`config.mk`:
```
export PLATFORM = sky130hd
export DESIGN_NAME = abt_back
export DESIGN_NICKNAME = d
export VERILOG_FILES = /design/src/design/abt_pkg.sv /design/src/design/abt_back.sv
export SDC_FILE = /design/constraint.sdc
export NUM_CORES = 1
export LEC_CHECK = 0
export ABC_CLOCK_PERIOD_IN_PS = 10800
export BUFFER_PORTS_ARGS = -buffer_cell sky130_fd_sc_hd__buf_2
export CAP_MARGIN = 10
export CELL_PAD_IN_SITES_DETAIL_PLACEMENT = 1
export CELL_PAD_IN_SITES_GLOBAL_PLACEMENT = 2
export CORE_UTILIZATION = 43
export CTS_BUF_LIST = sky130_fd_sc_hd__clkbuf_4 sky130_fd_sc_hd__clkbuf_8
export DETAILED_ROUTE_END_ITERATION = 8
export PLACE_DENSITY = 0.95
export SLEW_MARGIN = 20
export SYNTH_ARGS = -nofsm -noshare
export SYNTH_HDL_FRONTEND = slang
export SYNTH_SLANG_ARGS = --single-unit
```
`constraint.sdc`:
```
create_clock -name clk -period 10.8 [get_ports clk]
set_input_delay 1.62 -clock clk [delete_from_list [all_inputs] [get_ports clk]]
set_output_delay 1.62 -clock clk [all_outputs]
set_load 0.1 [all_outputs]
```
`src/design/abt_pkg.sv`:
```
// Shared types, register codes and helpers of the drive bias transfer block.
package abt_pkg;

	// Register indexes on the write port
	localparam logic [2:0] CFG_BASE_BIAS  = 3'd0;
	localparam logic [2:0] CFG_BIAS_MAX   = 3'd1;
	localparam logic [2:0] CFG_TL_MIN     = 3'd2;
	localparam logic [2:0] CFG_TL_MAX     = 3'd3;
	localparam logic [2:0] CFG_OS_WINDOW  = 3'd4;
	localparam logic [2:0] CFG_US_WINDOW  = 3'd5;
	localparam logic [2:0] CFG_ENABLES    = 3'd6;

	// Result source codes
	localparam logic [2:0] SRC_NONE     = 3'd0;
	localparam logic [2:0] SRC_TR_REAR  = 3'd1;
	localparam logic [2:0] SRC_TR_FRONT = 3'd2;
	localparam logic [2:0] SRC_OVER     = 3'd3;
	localparam logic [2:0] SRC_UNDER    = 3'd4;

	// How a ratio is formed in the divider
	localparam logic [1:0] KIND_ZERO = 2'd0;
	localparam logic [1:0] KIND_FIX  = 2'd1;
	localparam logic [1:0] KIND_DIV  = 2'd2;

	localparam logic [12:0] Q12_ONE  = 13'd4096;
	localparam logic [12:0] Q12_HALF = 13'd2048;

	typedef struct packed {
		logic [12:0] base_bias;
		logic [12:0] bias_max;
		logic [11:0] tl_min;
		logic [11:0] tl_max;
		logic [23:0] os_win;
		logic [23:0] us_win;
		logic [2:0]  enables;
	} abt_cfg_t;

	// Input beat fields, lowest field last
	typedef struct packed {
		logic        four;
		logic        usv;
		logic [12:0] us;
		logic [12:0] os;
		logic [16:0] vspd;
		logic [8:0]  thr;
		logic [17:0] rr;
		logic [17:0] rl;
		logic [17:0] fr;
		logic [17:0] fl;
	} abt_in_t;

	typedef struct packed {
		logic        supported;
		logic [2:0]  source;
		logic [12:0] ratio;
		logic [12:0] bias;
	} abt_out_t;

	typedef struct packed {
		logic [1:0]  kind;
		logic [31:0] an;
		logic [31:0] ad;
	} abt_prep_t;

	// Classify a map value num/den and take magnitudes
	function automatic abt_prep_t ratio_prep(logic signed [31:0] num,
		logic signed [31:0] den, logic go);
		abt_prep_t r;
		r.kind = KIND_ZERO;
		r.an = num[31] ? 32'(-num) : 32'(num);
		r.ad = den[31] ? 32'(-den) : 32'(den);
		if (go) begin
			if (den == 32'sd0) begin
				if (num > 32'sd0) r.kind = KIND_FIX;
			end else if (num != 32'sd0 && (num[31] == den[31])) begin
				r.kind = KIND_DIV;
			end
		end
		return r;
	endfunction

endpackage

```
`src/design/abt_back.sv`:
```
// Back stages: pick the largest ratio, blend the bias, clamp, output register.
module abt_back import abt_pkg::*; (
	input  logic        clk,
	input  logic        arst_n,
	input  logic        en,
	input  abt_cfg_t    cfg,
	input  logic        in_valid,
	input  logic        in_four,
	input  logic [12:0] r_t,
	input  logic [12:0] r_o,
	input  logic [12:0] r_u,
	output logic        out_valid,
	output abt_out_t    dout
);

	// Stage 1: first largest positive ratio wins
	logic sup_c;
	logic [12:0] best_c;
	logic [2:0] src_c;
	assign sup_c = (cfg.base_bias != 13'd0) && (cfg.base_bias < Q12_ONE) && in_four;

	always_comb begin
		best_c = '0;
		src_c = SRC_NONE;
		if (r_t != 13'd0) begin
			best_c = r_t;
			src_c = (cfg.base_bias < Q12_HALF) ? SRC_TR_REAR : SRC_TR_FRONT;
		end
		if (r_o > best_c) begin
			best_c = r_o;
			src_c = SRC_OVER;
		end
		if (r_u > best_c) begin
			best_c = r_u;
			src_c = SRC_UNDER;
		end
		if (!sup_c) begin
			best_c = '0;
			src_c = SRC_NONE;
		end
	end

	logic vld_s1, sup_s1;
	logic [12:0] r_s1;
	logic [2:0] src_s1;

	always_ff @(posedge clk or negedge arst_n) begin
		if (!arst_n) vld_s1 <= 1'b0;
		else if (en) vld_s1 <= in_valid;
	end

	always_ff @(posedge clk) begin
		if (en) begin
			sup_s1 <= sup_c;
			r_s1 <= best_c;
			src_s1 <= src_c;
		end
	end

	// Stage 2: blend products
	logic [12:0] inv_c;
	logic [25:0] m1_c, m2_c;
	assign inv_c = Q12_ONE - r_s1;
	assign m1_c = cfg.base_bias * inv_c;
	assign m2_c = cfg.bias_max * r_s1;

	logic vld_s2, sup_s2;
	logic [12:0] r_s2;
	logic [2:0] src_s2;
	logic [25:0] m1_s2, m2_s2;

	always_ff @(posedge clk or negedge arst_n) begin
		if (!arst_n) vld_s2 <= 1'b0;
		else if (en) vld_s2 <= vld_s1;
	end

	always_ff @(posedge clk) begin
		if (en) begin
			sup_s2 <= sup_s1;
			r_s2 <= r_s1;
			src_s2 <= src_s1;
			m1_s2 <= m1_c;
			m2_s2 <= m2_c;
		end
	end

	// Stage 3: round, clamp per source
	logic [26:0] sum_c;
	logic [14:0] x_c, bias_c;
	assign sum_c = 27'(m1_s2) + 27'(m2_s2) + 27'(Q12_HALF);
	assign x_c = sum_c[26:12];

	always_comb begin
		bias_c = x_c;
		unique case (src_s2)
			SRC_NONE: bias_c = 15'(cfg.base_bias);
			SRC_TR_REAR: begin
				if (bias_c > 15'(cfg.bias_max)) bias_c = 15'(cfg.bias_max);
			end
			SRC_TR_FRONT: begin
				if (bias_c < 15'(cfg.bias_max)) bias_c = 15'(cfg.bias_max);
				if (bias_c > 15'(Q12_ONE)) bias_c = 15'(Q12_ONE);
			end
			default: begin
				if (bias_c > 15'(Q12_ONE)) bias_c = 15'(Q12_ONE);
			end
		endcase
	end

	logic vld_s3;
	always_ff @(posedge clk or negedge arst_n) begin
		if (!arst_n) vld_s3 <= 1'b0;
		else if (en) vld_s3 <= vld_s2;
	end

	always_ff @(posedge clk) begin
		if (en) begin
			dout.bias <= bias_c[12:0];
			dout.ratio <= r_s2;
			dout.source <= src_s2;
			dout.supported <= sup_s2;
		end
	end

	assign out_valid = vld_s3;

endmodule

```
# After elaboration in Yosys (flattened, before gate mapping)
# Cells that the tools add are included.
# word_totals
inputBits	145
register_bits	119
# classes
n_mul	2
eq_ne	2
addsub	3
n_lt_le_gt_ge	8
n_reduce_logical	6
mux	13
n_bitwise	1
# op_table
op	count
$mux 13	6
$mul 13x13->26	2
$pmux 13 s3	1
$gt 15x13->1 const B	2
$mux 15	2
$add 26x26->27	1
$add 27x12->27 const B	1
$gt 13x13->1	2
$reduce_bool 13->1	2
$gt 15x13->1	1
$lt 15x13->1	1
$lt 13x12->1 const B	1
$lt 13x13->1 const B	1
$sub 13x13->13 const A	1
$mux 2	3
$eq 3x1->1 const B	1
$eq 3x2->1 const B	1
$logic_not 3->1	1
$mux 3	1
$logic_and 1x1->1	2
$reduce_or 2->1	1
$not 1->1	1

# Longest topological paths before layout
# Gate-level depths: netlist (run 1).
# depth
depth_word	8
ltp_mapped	30

# Worst setup path after synthesis (run 1)
# Ideal clock, no wire load.
# synth_path
path_type	register to register
start	register r_s1[0]
end	register m1_s2[25] (data pin)
required_time_ps	10540
arrival_ps	6799
setup_time_ps	260
path_slack_ps	3741
stages_incl_launch_ff	29
cell_sequence	edfxtp_1 inv_1 clkbuf_1 ha_1 nand2_1 or3_1 or4_1 xnor2_1 clkbuf_1 nand2_1 fa_1 fa_1 inv_1 fa_1 fa_1 inv_1 fa_1 inv_1 ha_1 and3_1 a21oi_1 a31oi_1 a41oi_1 o21ai_0 and2_1 nor3_1 o21bai_1 a21oi_1 xnor2_1
# synth_between
elab_chain_len	2
# synth_rtl
element	line_no	text
start: declaration	abt_back.sv:44	logic [12:0] r_s1;
start signal: assignment	abt_back.sv:55	r_s1 <= best_c;
$sub 13x13->13	abt_back.sv:63	assign inv_c = Q12_ONE - r_s1;
$mul 13x13->26	abt_back.sv:64	assign m1_c = cfg.base_bias * inv_c;
named net m1_c[25]	abt_back.sv:62	logic [25:0] m1_c, m2_c;
end signal: assignment	abt_back.sv:82	m1_s2 <= m1_c;
end: declaration	abt_back.sv:70	logic [25:0] m1_s2, m2_s2;
# The timed path passes the listed nets, and every way through them passes these cells.
# A chain may end at the register's enable or synchronous reset.

# Worst setup path after layout (run 1)
# layout_path
start	register r_s1[1]
end	register m1_s2[25] (data pin)
# Same word-level chain as after synthesis.

==> metrics.md, run 1 <==
| Metric | Value |
|---|---|
| Critical Path AT | 8.42 ns |
| Root Buffer | clkbuf_8 |
| R2R cell count | 26 |
| Mux cell area share after synthesis | 1.03% |
| Clock transition at the registers of the reported paths | 0.09 ns |
| Sequential share of the synthesized area | 19.7% |
| Buffers added on ports | 100 |
| Most frequent cells in the layout | inv_1, nand2_1, fa_1 |
| Worst flop-to-flop path startpoint | r_s1[1] |
| Post-synthesis adder-cell area fraction | 42.9% |
| Slew Limit Fails | 0 |
| I/O pin total | 176 |
| Remaining antenna violation count after routing | 0 |
| Syn Inst Count | 1900 |
| Setup Viol. Count Final | 0 |
| Setup crit end | m1_s2[25] |
| Post-CTS Setup Bufs | 0 |
| Number of distinct library cells after synthesis | 75 |
| Tmin final | 8.19 ns |
| # clock sinks | 119 |
| Final Cell Area | 19400 sq um |
| HP Class | flop to flop |
| Post-CTS Resized | 0 |
| Slew @ Worst Pin | 0.967 ns |
| Synth Area in Compound Gates | 9.03% |
| Chip width | 207 um |
| Most used cell, CP | fa_1 |
| Initial Util | 43.9% |
| Number of flops mapped to enable cells by yosys | 116 |
| Final wirelength | 49600 um |
| Failing checks | design-rule violations |
| Total GRT Usage | 24.8% |
| Vias | 13729 |
| Core Footprint | 41100 sq um |
| RSZ-0062 raised after global routing | no |
| Worst-Skew Late Latency | 0.47 ns |
| Critical path origin | r_s1[1] |
| CTS H-tree lvls | 4 |
| Reg-to-Reg End | m1_s2[25] |
| Period utilization | 75.9% |
| Detailed placer's ending HPWL | 39200 um |
| Synth-to-Final Area Change | 7.71% |
| Placer Congestion | 0.873 |
| Final #Nets | 2581 |
| Share of cells above drive strength 1 | 9.26% |
| Max incr delay on CP | 0.68 ns |
| DP Area | 19100 sq um |
| Async SR Flop Fraction | 2.52% |
| Top_reg_cell synth | edfxtp_1 |
| DRC viols | 2 |
| Die H | 207 um |
| R2R setup slack | 2.61 ns |
| Critical Path Fanout Max | 15 |
| TritonCTS clock tree | built |
| Largest net degree at the start of global routing | 61 |
| Fmax | 122 MHz |
| Slowest CP cell | edfxtp_1 |
| Mapped Avg Cell Area | 9.49 sq um |
| Nature of the critical path endpoint | flop |
| CP required | 11.03 ns |
| Synthesized flop and latch total | 119 |
| Initial DRC count | 739 |
| Post-Synth XOR/XNOR Area | 2.57% |
| First-pass GRT wire length | 81300 um |
| Grt ovf | 0 |
| Status | finished with violations |
| Max Cap Violations | 0 |
| DR WL/cell | 19.8 um |
| Fillers | 4810 |
| Commonest non-fill, non-tap cell in the layout | inv_1 |
| Die area | 42800 sq um |
| Yosys warns | 0 |
| Crit path launch type | flop |
| WS Path Type | flop to flop |
| Final Hold Fails | 0 |
| Post-Syn Area | 18000 sq um |
| Syn nets | 2518 |
| Fin Setup TNS | 0 ns |
| Router iterations before antenna repair | 9 |
| Worst Skew | 0.0154 ns |
| Largest family of logic cells by synthesized area | adder cells |
| # rows | 74 |
| CTS buffer count | 17 |
| Vias in the first global route | 15703 |
| Drt via density | 5.47 |
| Hold-fix buffers, CTS | 0 |
| Longest Clk Path Bufs | 2 |
| Relative slew margins | 35.5% |
| Simple-Gate Fraction of Synth Area | 16.0% |
| Initial antenna violation count | 1 |
-- synthesized netlist by cell type, types with 3 or more instances --
cell type	number	area share, %
a211oi_1	24	1.0
a21o_1	22	0.92
a21oi_1	49	1.4
a22oi_1	9	0.37
a31oi_1	7	0.24
a41oi_1	3	0.15
and2_1	129	4.5
and3_1	11	0.38
buf_1	5	0.10
buf_2	4	0.11
clkbuf_1	59	1.2
dfrtp_1	3	0.42
edfxtp_1	116	19
fa_1	242	27
ha_1	231	16
inv_1	344	7.2
mux2_2	4	0.25
mux2i_1	14	0.78
nand2_1	251	5.2
nand2b_1	6	0.21
nand3_1	21	0.58
nand3b_1	6	0.25
nand4_1	10	0.35
nor2_1	82	1.7
nor2b_1	13	0.45
nor3_1	28	0.78
nor4_1	12	0.42
o2111ai_1	3	0.15
o211a_1	6	0.33
o211ai_1	9	0.37
o21a_1	15	0.62
o21ai_0	29	0.80
o21ai_1	6	0.17
o21ai_2	4	0.19
o21bai_1	5	0.21
o31ai_1	3	0.12
or2_2	6	0.21
or3_1	9	0.31
or4_1	3	0.12
xnor2_1	43	2.1
xor2_1	10	0.49
-- flip-flops by register name, indices dropped and copies added, names as in the netlist, 3 cells and up --
name and count:
dout 30, m1_s2 26, m2_s2 26, r_s1 13
r_s2 13, src_s1 3, src_s2 3
-- worst min path at each step --
stage,start,to,slack (ns),cells past startpoint
6_report,r_s2[6],dout[19],0.42,0
5_1_grt,src_s1[2],src_s2[2],0.42,0
4_1_cts,src_s1[2],src_s2[2],0.42,0
3_5_place_dp,r_s2[9],dout[22],0.41,0
3_3_place_gp,r_s2[5],dout[18],0.40,0
2_1_floorplan,r_s2[0],dout[13],0.40,0
-- kinds of logic (layout without fill, tap and decap cells) --
family                     count (synthesis)  after routing
and+or+nand+nor                          595            595
adders and majority gates                473            473
buffers and inverters                    415            491
AOI/OAI and AO/OA                        227            227
DFF                                      119            119
xor gates and xnor gates                  53             53
muxes                                     18             18
other                                      0              1
-- cell type report --
type	count	area, sq um	area share, %
clock inverter	14	118	0.605
sequential	119	3560	18.3
inverter	344	1290	6.65
multi-input combinational	1366	12900	66.6
tap	532	666	3.43
antenna	1	2.50	0.0129
clock buffer	18	241	1.24
timing repair buffer	115	616	3.17
-- per-layer routing --
metal	global-route usage [%]	wire length [um]	vias to the layer above
li1	-	-	6311
met5	0	13	-
met2	44.1	25200	308
met4	8.08	1450	2
met3	4.36	2210	93
met1	30.1	20700	7015
-- critical path, delay by kind of cell, from the launching register on --
| family | cells | cell delay, ns |
|---|---|---|
| flip-flops | 1 | 0.68 |
| adder cells (fa/ha/maj) | 7 | 3.08 |
| AND/OR/NAND/NOR | 7 | 1.84 |
| buffers and inverters | 4 | 0.40 |
| XOR/XNOR | 2 | 0.71 |
| AO/OA/AOI/OAI | 6 | 1.23 |
-- per-stage QoR --
| stage | cells | utilization, % | hold slack [ns] | setup slack [ns] |
|---|---|---|---|---|
| detailed placement | 2476 | 46.3 | 0.407 | 2.66 |
| finish | 2509 | 47.3 | 0.421 | 2.61 |
| global placement | 2476 | 46.3 | 0.403 | 2.54 |
| floorplan | 1900 | - | 0.400 | 3.74 |
| global route | 2508 | 47.3 | 0.420 | 2.19 |
| CTS | 2508 | 47.2 | 0.424 | 2.65 |
Power of run 1 is left out: the tool's default activity adds up to more than one toggle a clock period on the data nets, which glitch-free logic cannot reach.
==> run 2: changes to the inputs <==
--- a/config.mk
+++ b/config.mk
@@ -5,15 +5,15 @@
 export SDC_FILE = /design/constraint.sdc
 export NUM_CORES = 1
 export LEC_CHECK = 0
-export ABC_CLOCK_PERIOD_IN_PS = 10800
+export ABC_CLOCK_PERIOD_IN_PS = 8200
 export BUFFER_PORTS_ARGS = -buffer_cell sky130_fd_sc_hd__buf_2
 export CAP_MARGIN = 10
 export CELL_PAD_IN_SITES_DETAIL_PLACEMENT = 1
 export CELL_PAD_IN_SITES_GLOBAL_PLACEMENT = 2
-export CORE_UTILIZATION = 43
+export CORE_UTILIZATION = 40
 export CTS_BUF_LIST = sky130_fd_sc_hd__clkbuf_4 sky130_fd_sc_hd__clkbuf_8
 export DETAILED_ROUTE_END_ITERATION = 8
-export PLACE_DENSITY = 0.95
+export PLACE_DENSITY = 0.9
 export SLEW_MARGIN = 20
 export SYNTH_ARGS = -nofsm -noshare
 export SYNTH_HDL_FRONTEND = slang
==> constraint.sdc (replaced) <==
create_clock -name clk -period 8.2 [get_ports clk]
set_input_delay 1.23 -clock clk [delete_from_list [all_inputs] [get_ports clk]]
set_output_delay 1.23 -clock clk [all_outputs]
set_load 0.1 [all_outputs]
==> metrics.md, run 2 (synthesized netlist as in run 1, its figures left out) <==
| Metric | Value |
|---|---|
| Most frequent cells in the layout | inv_1, nand2_1, fa_1 (unchanged) |
| Vias | 13747 (was 13729) |
| Final Hold Fails | 0 (unchanged) |
| # rows | 77 (was 74) |
| Vias in the first global route | 15056 (was 15703) |
| Die area | 46000 sq um (was 42800 sq um) |
| R2R cell count | 28 (was 26) |
| Total GRT Usage | 22.0% (was 24.8%) |
| Fmax | 133 MHz (was 122 MHz) |
| Most used cell, CP | fa_1 (unchanged) |
| First-pass GRT wire length | 79100 um (was 81300 um) |
| R2R setup slack | 0.65 ns (was 2.61 ns) |
| Diode count | 0 (was 1) |
| I/O pin total | 176 (unchanged) |
| Crit path launch type | flop (unchanged) |
| Relative slew margins | 39.6% (was 35.5%) |
| Tmin final | 7.55 ns (was 8.19 ns) |
| Final #Nets | 2589 (was 2581) |
| Largest register FFs | 30 (unchanged) |
| Remaining antenna violation count after routing | 0 (unchanged) |
| Reg-to-Reg End | m1_s2[25] (unchanged) |
| Post-CTS Resized | 0 (unchanged) |
| Longest Clk Path Bufs | 2 (unchanged) |
| Hold Path Sink | dout[19] (unchanged) |
| CTS buffer count | 17 (unchanged) |
| Chip width | 214 um (was 207 um) |
| Final wirelength | 48800 um (was 49600 um) |
| Critical Path Fanout Max | 13 (was 15) |
| DRC viols | 0 (was 2) |
| Initial antenna violation count | 1 (unchanged) |
| Nature of the critical path endpoint | flop (unchanged) |
| Hold-fix buffers, CTS | 0 (unchanged) |
| Max incr delay on CP | 0.55 ns (was 0.68 ns) |
| Worst Skew | 0.0183 ns (was 0.0154 ns) |
| Biggest registers after layout | dout (30), m1_s2 (26), m2_s2 (26) (unchanged) |
| WS Path Type | flop to flop (unchanged) |
| # clock sinks | 119 (unchanged) |
| TritonCTS clock tree | built (unchanged) |
| Max Cap Violations | 0 (unchanged) |
| CTS H-tree lvls | 4 (unchanged) |
| Fin Setup TNS | 0 ns (unchanged) |
| Hold path cells | 0 (unchanged) |
| Router iterations before antenna repair | 5 (was 9) |
| Core Footprint | 44300 sq um (was 41100 sq um) |
| Post-CTS Setup Bufs | 0 (unchanged) |
| Initial DRC count | 613 (was 739) |
| CP required | 8.44 ns (was 11.03 ns) |
| Slew @ Worst Pin | 0.899 ns (was 0.967 ns) |
| Grt ovf | 0 (unchanged) |
| Largest net degree at the start of global routing | 72 (was 61) |
| Worst-Skew Late Latency | 0.48 ns (was 0.47 ns) |
| Slowest CP cell | fa_1 (was edfxtp_1) |
| Drt via density | 5.34 (was 5.47) |
| DP Area | 19200 sq um (was 19100 sq um) |
| Clock transition at the registers of the reported paths | 0.09 ns (about the same) |
| Hold Startpoint | r_s2[6] (unchanged) |
| DR WL/cell | 18.9 um (was 19.8 um) |
| Placer Congestion | 0.866 (was 0.873) |
| Die H | 214 um (was 207 um) |
| Slew Limit Fails | 0 (unchanged) |
| Final Cell Area | 19600 sq um (was 19400 sq um) |
| Root Buffer | clkbuf_8 (unchanged) |
| RSZ-0062 raised after global routing | no (unchanged) |
| Period utilization | 92.0% (was 75.9%) |
| Buffers added on ports | 100 (unchanged) |
| Commonest non-fill, non-tap cell in the layout | inv_1 (unchanged) |
| Worst flop-to-flop path startpoint | r_s1[0] (was r_s1[1]) |
| HP Class | flop to flop (unchanged) |
| Detailed placer's ending HPWL | 39200 um (about the same) |
| Setup Viol. Count Final | 0 (unchanged) |
| Critical Path AT | 7.79 ns (was 8.42 ns) |
| Synth-to-Final Area Change | 8.59% (was 7.71%) |
| Status | complete, no violations (was finished with violations) |
| Initial Util | 40.7% (was 43.9%) |
| Share of cells above drive strength 1 | 9.43% (was 9.26%) |
| Biggest register | dout (unchanged) |
## run 2: layout make-up
class | count | area [sq um]
sequential | 119 | 3560
multi-input combinational | 1366 | 12900
tap | 592 | 741
clock inverter | 13 | 160
timing repair buffer | 123 | 676
inverter | 344 | 1290
fill | 5204 | 24700
clock buffer | 19 | 255
## run 2: how the worst max path moves through the flow
| stage | start | to | cells past startpoint | slack (ns) |
|---|---|---|---|---|
| 4_1_cts | r_s1[0] | m1_s2[24] | 24 | 0.63 |
| 6_report | r_s1[0] | m1_s2[25] | 28 | 0.65 |
| 3_3_place_gp | r_s1[5] | m1_s2[25] | 24 | 0.83 |
| 2_1_floorplan | r_s1[0] | m1_s2[25] | 28 | 1.14 |
| 3_5_place_dp | r_s1[2] | m1_s2[24] | 25 | 0.63 |
| 5_1_grt | r_s1[0] | m1_s2[25] | 28 | 0.30 |
## run 2: stage by stage
stage	std cells	worst slack [ns]	hold WS (ns)	util (%)
after floorplan	1900	1.14	0.400	-
after global placement	2544	0.832	0.401	43.2
after detailed placement	2544	0.630	0.406	43.2
after CTS	2576	0.632	0.427	44.2
after global routing	2576	0.297	0.432	44.2
final	2576	0.655	0.427	44.2
## run 2: critical path: cells and delay by family (launching register included)
kind,cells,cell delay (ns)
adder cells (fa/ha/maj),7,3.09
buffers and inverters,6,0.70
AND/OR/NAND/NOR,7,1.36
flip-flops,1,0.42
XOR/XNOR,2,0.50
AO/OA/AOI/OAI,6,1.25
## run 2: layer usage
metal  global-route usage (%)  wire, um  up-vias
li1                         -         -     6318
met1                     27.1     20800     7091
met2                     38.9     24400      267
met3                     4.06      2140       69
met4                     6.60      1480        2
met5                        0        17        -
Power of run 2 is left out for the same reason.
==> run 3: changes to the inputs <==
--- a/config.mk
+++ b/config.mk
@@ -5,15 +5,16 @@
 export SDC_FILE = /design/constraint.sdc
 export NUM_CORES = 1
 export LEC_CHECK = 0
+export ABC_AREA = 1
 export ABC_CLOCK_PERIOD_IN_PS = 8200
 export BUFFER_PORTS_ARGS = -buffer_cell sky130_fd_sc_hd__buf_2
 export CAP_MARGIN = 10
 export CELL_PAD_IN_SITES_DETAIL_PLACEMENT = 1
 export CELL_PAD_IN_SITES_GLOBAL_PLACEMENT = 2
-export CORE_UTILIZATION = 40
+export CORE_UTILIZATION = 38
 export CTS_BUF_LIST = sky130_fd_sc_hd__clkbuf_4 sky130_fd_sc_hd__clkbuf_8
 export DETAILED_ROUTE_END_ITERATION = 8
-export PLACE_DENSITY = 0.9
+export PLACE_DENSITY_LB_ADDON = 0.12
 export SLEW_MARGIN = 20
 export SYNTH_ARGS = -nofsm -noshare
 export SYNTH_HDL_FRONTEND = slang
==> metrics.md, run 3 <==
| Metric | Value |
|---|---|
| Die area | 49600 sq um (was 46000 sq um) |
| Setup Viol. Count Final | 0 (unchanged) |
| Vias in the first global route | 16362 (was 15056) |
| Most common cell in the netlist | nand2_1 (was inv_1) |
| Status | complete, no violations (unchanged) |
| Post-Layout Cell Count | 2946 (was 2576) |
| Buf+Inv Stages, Crit Path | 6 (unchanged) |
| DR WL/cell | 19.0 um (was 18.9 um) |
| Number of distinct library cells after synthesis | 51 (was 75) |
| CP required | 8.49 ns (was 8.44 ns) |
| Vias | 14822 (was 13747) |
| Tmin final | 7.24 ns (was 7.55 ns) |
| Fin Setup TNS | 0 ns (unchanged) |
| Number of instances in the placed design | 2913 (was 2544) |
| Final wirelength | 55900 um (was 48800 um) |
| Remaining antenna violation count after routing | 0 (unchanged) |
| Total GRT Usage | 23.7% (was 22.0%) |
| CTS buffer count | 17 (unchanged) |
| Synthesized flop and latch total | 119 (unchanged) |
| Hold Startpoint | r_s2[6] (unchanged) |
| Critical Path AT | 7.53 ns (was 7.79 ns) |
| First-pass GRT wire length | 89900 um (was 79100 um) |
| Post-Syn Area | 18500 sq um (was 18000 sq um) |
| Nature of the critical path endpoint | flop (unchanged) |
| WS Path Type | flop to flop (unchanged) |
| R2R cell count | 29 (was 28) |
| Yosys warns | 0 (unchanged) |
| WP depth | 29 (was 28) |
| HP Class | flop to flop (unchanged) |
| Core Footprint | 47900 sq um (was 44300 sq um) |
| Final Cell Area | 20000 sq um (was 19600 sq um) |
| # rows | 80 (was 77) |
| Share of cells above drive strength 1 | 7.00% (was 9.43%) |
| Syn nets | 2876 (was 2518) |
| Clock transition at the registers of the reported paths | 0.09 ns (about the same) |
| Sequential share of the synthesized area | 19.2% (was 19.7%) |
| Top cells by area, synth | fa_1, edfxtp_1, ha_1 (unchanged) |
| Async SR Flop Fraction | 2.52% (unchanged) |
| Hold-fix buffers, CTS | 0 (unchanged) |
| Slew Limit Fails | 0 (unchanged) |
| Post-CTS Resized | 0 (unchanged) |
| Buffers added on ports | 100 (unchanged) |
| Biggest register | dout (unchanged) |
| Top_reg_cell synth | edfxtp_1 (unchanged) |
| Worst flop-to-flop path startpoint | r_s1[1] (was r_s1[0]) |
| CP top delay family | adder cells (unchanged) |
| Initial antenna violation count | 1 (unchanged) |
| Syn Inst Count | 2258 (was 1900) |
| Synth top area share | 26.2% (was 26.9%) |
| Commonest cells in the netlist | nand2_1, inv_1, fa_1, ha_1, nor2_1 (was inv_1, nand2_1, fa_1, ha_1, and2_1) |
| Longest Clk Path Bufs | 2 (unchanged) |
| Critical path origin | r_s1[1] (was r_s1[0]) |
| Most frequent cells in the layout | nand2_1, inv_1, fa_1 (was inv_1, nand2_1, fa_1) |
| Final Hold Fails | 0 (unchanged) |
| Largest register FFs | 30 (unchanged) |
| Drt via density | 5.03 (was 5.34) |
| Chip width | 223 um (was 214 um) |
| Commonest non-fill, non-tap cell in the layout | nand2_1 (was inv_1) |
| Slowest CP cell | fa_1 (unchanged) |
| Placer Congestion | 0.871 (was 0.866) |
| # clock sinks | 119 (unchanged) |
| Period utilization | 88.3% (was 92.0%) |
| Mapped Avg Cell Area | 8.20 sq um (was 9.49 sq um) |
| CTS H-tree lvls | 4 (unchanged) |
| Critical Path Fanout Max | 16 (was 13) |
| Max Cap Violations | 0 (unchanged) |
| I/O pin total | 176 (unchanged) |
| Worst-Skew Late Latency | 0.54 ns (was 0.48 ns) |
| Max incr delay on CP | 0.53 ns (was 0.55 ns) |
| Initial DRC count | 683 (was 613) |
| Hold path cells | 0 (unchanged) |
| Most used cell, CP | nand2_1 (was fa_1) |
| DP Area | 19600 sq um (was 19200 sq um) |
| Biggest registers after layout | dout (30), m1_s2 (26), m2_s2 (26) (unchanged) |
| Crit path launch type | flop (unchanged) |
| TritonCTS clock tree | built (unchanged) |
| Slew @ Worst Pin | 1.05 ns (was 0.899 ns) |
| Grt ovf | 0 (unchanged) |
| RSZ-0062 raised after global routing | no (unchanged) |
| Largest net degree at the start of global routing | 82 (was 72) |
| Detailed placer's ending HPWL | 45900 um (was 39200 um) |
| Number of flops mapped to enable cells by yosys | 116 (unchanged) |
| Initial Util | 38.6% (was 40.7%) |
| Final #Nets | 2935 (was 2589) |
| Synth-to-Final Area Change | 7.88% (was 8.59%) |
| Fmax | 138 MHz (was 133 MHz) |
| Relative slew margins | 29.7% (was 39.6%) |
| Router iterations before antenna repair | 5 (unchanged) |
| DRC viols | 0 (unchanged) |
| Root Buffer | clkbuf_8 (unchanged) |
| Post-CTS Setup Bufs | 0 (unchanged) |
| Cell taking the most area after synthesis | fa_1 (unchanged) |
| Die H | 223 um (was 214 um) |
| Worst Skew | 0.0209 ns (was 0.0183 ns) |
-- run 3: changes by cell type in the layout (fill, tap and decap cells not counted), sizes merged, moves of 28 or more --
cell / change
nand2: +296
inv: +163
and2: -125
a21oi: +64
nor2: +52
o21ai: +45
nand3: +33
xor2: +31
xnor2: -28
-- run 3: path summary, 6_finish.rpt --
check	end	slack (ns)
max	m1_s2[25]	0.96
min reg2reg	dout[19]	0.42
min in group asynchronous	out_valid	0.48
max reg2reg	m1_s2[25]	0.96
min	dout[19]	0.42
max in group asynchronous	vld_s1	7.62
-- run 3: stage by stage --
| stage | setup slack (ns) | hold WS [ns] | util, % |
|---|---|---|---|
| after floorplan | 1.80 | 0.400 | - |
| after global placement | 1.11 | 0.402 | 40.8 |
| after detailed placement | 0.975 | 0.406 | 40.8 |
| after CTS | 0.966 | 0.422 | 41.7 |
| after global routing | 0.439 | 0.433 | 41.7 |
| final | 0.959 | 0.417 | 41.7 |
-- run 3: final cells by class --
cell class                 instances  area [sq um]
clock inverter                    15           155
fill                            5805         28000
tap                              615           769
timing repair buffer             112           593
sequential                       119          3560
inverter                         507          1900
multi-input combinational       1560         12800
antenna                            1          2.50
clock buffer                      17           234
-- run 3: worst register-to-register path: cells and delay by family, from the launching register on --
| kind | cells | cell delay, ns |
|---|---|---|
| buffers and inverters | 6 | 0.59 |
| xor gates and xnor gates | 1 | 0.09 |
| and+or+nand+nor | 11 | 2.20 |
| DFF | 1 | 0.37 |
| adders and majority gates | 6 | 2.75 |
| AOI/OAI and AO/OA | 5 | 1.00 |
-- run 3: logic make-up after synthesis --
| family | synth area share [%] |
|---|---|
| fa+ha+maj | 41.8 |
| mux | 0.0608 |
| compound gates | 7.05 |
| buf+inv | 11.9 |
| flops | 19.2 |
| simple gates | 17.3 |
| xor+xnor | 2.69 |
-- run 3: per-layer routing --
| metal | global-route usage, % | vias up | share of wire (%) | wire length, um |
|---|---|---|---|---|
| met5 | 0 | - | 0 | 0 |
| met4 | 6.38 | 0 | 1.9 | 1040 |
| met3 | 2.76 | 53 | 2.4 | 1340 |
| met2 | 41.7 | 177 | 50 | 27900 |
| met1 | 30.6 | 7486 | 46 | 25700 |
| li1 | - | 7106 | - | - |
Power of run 3 is left out for the same reason.
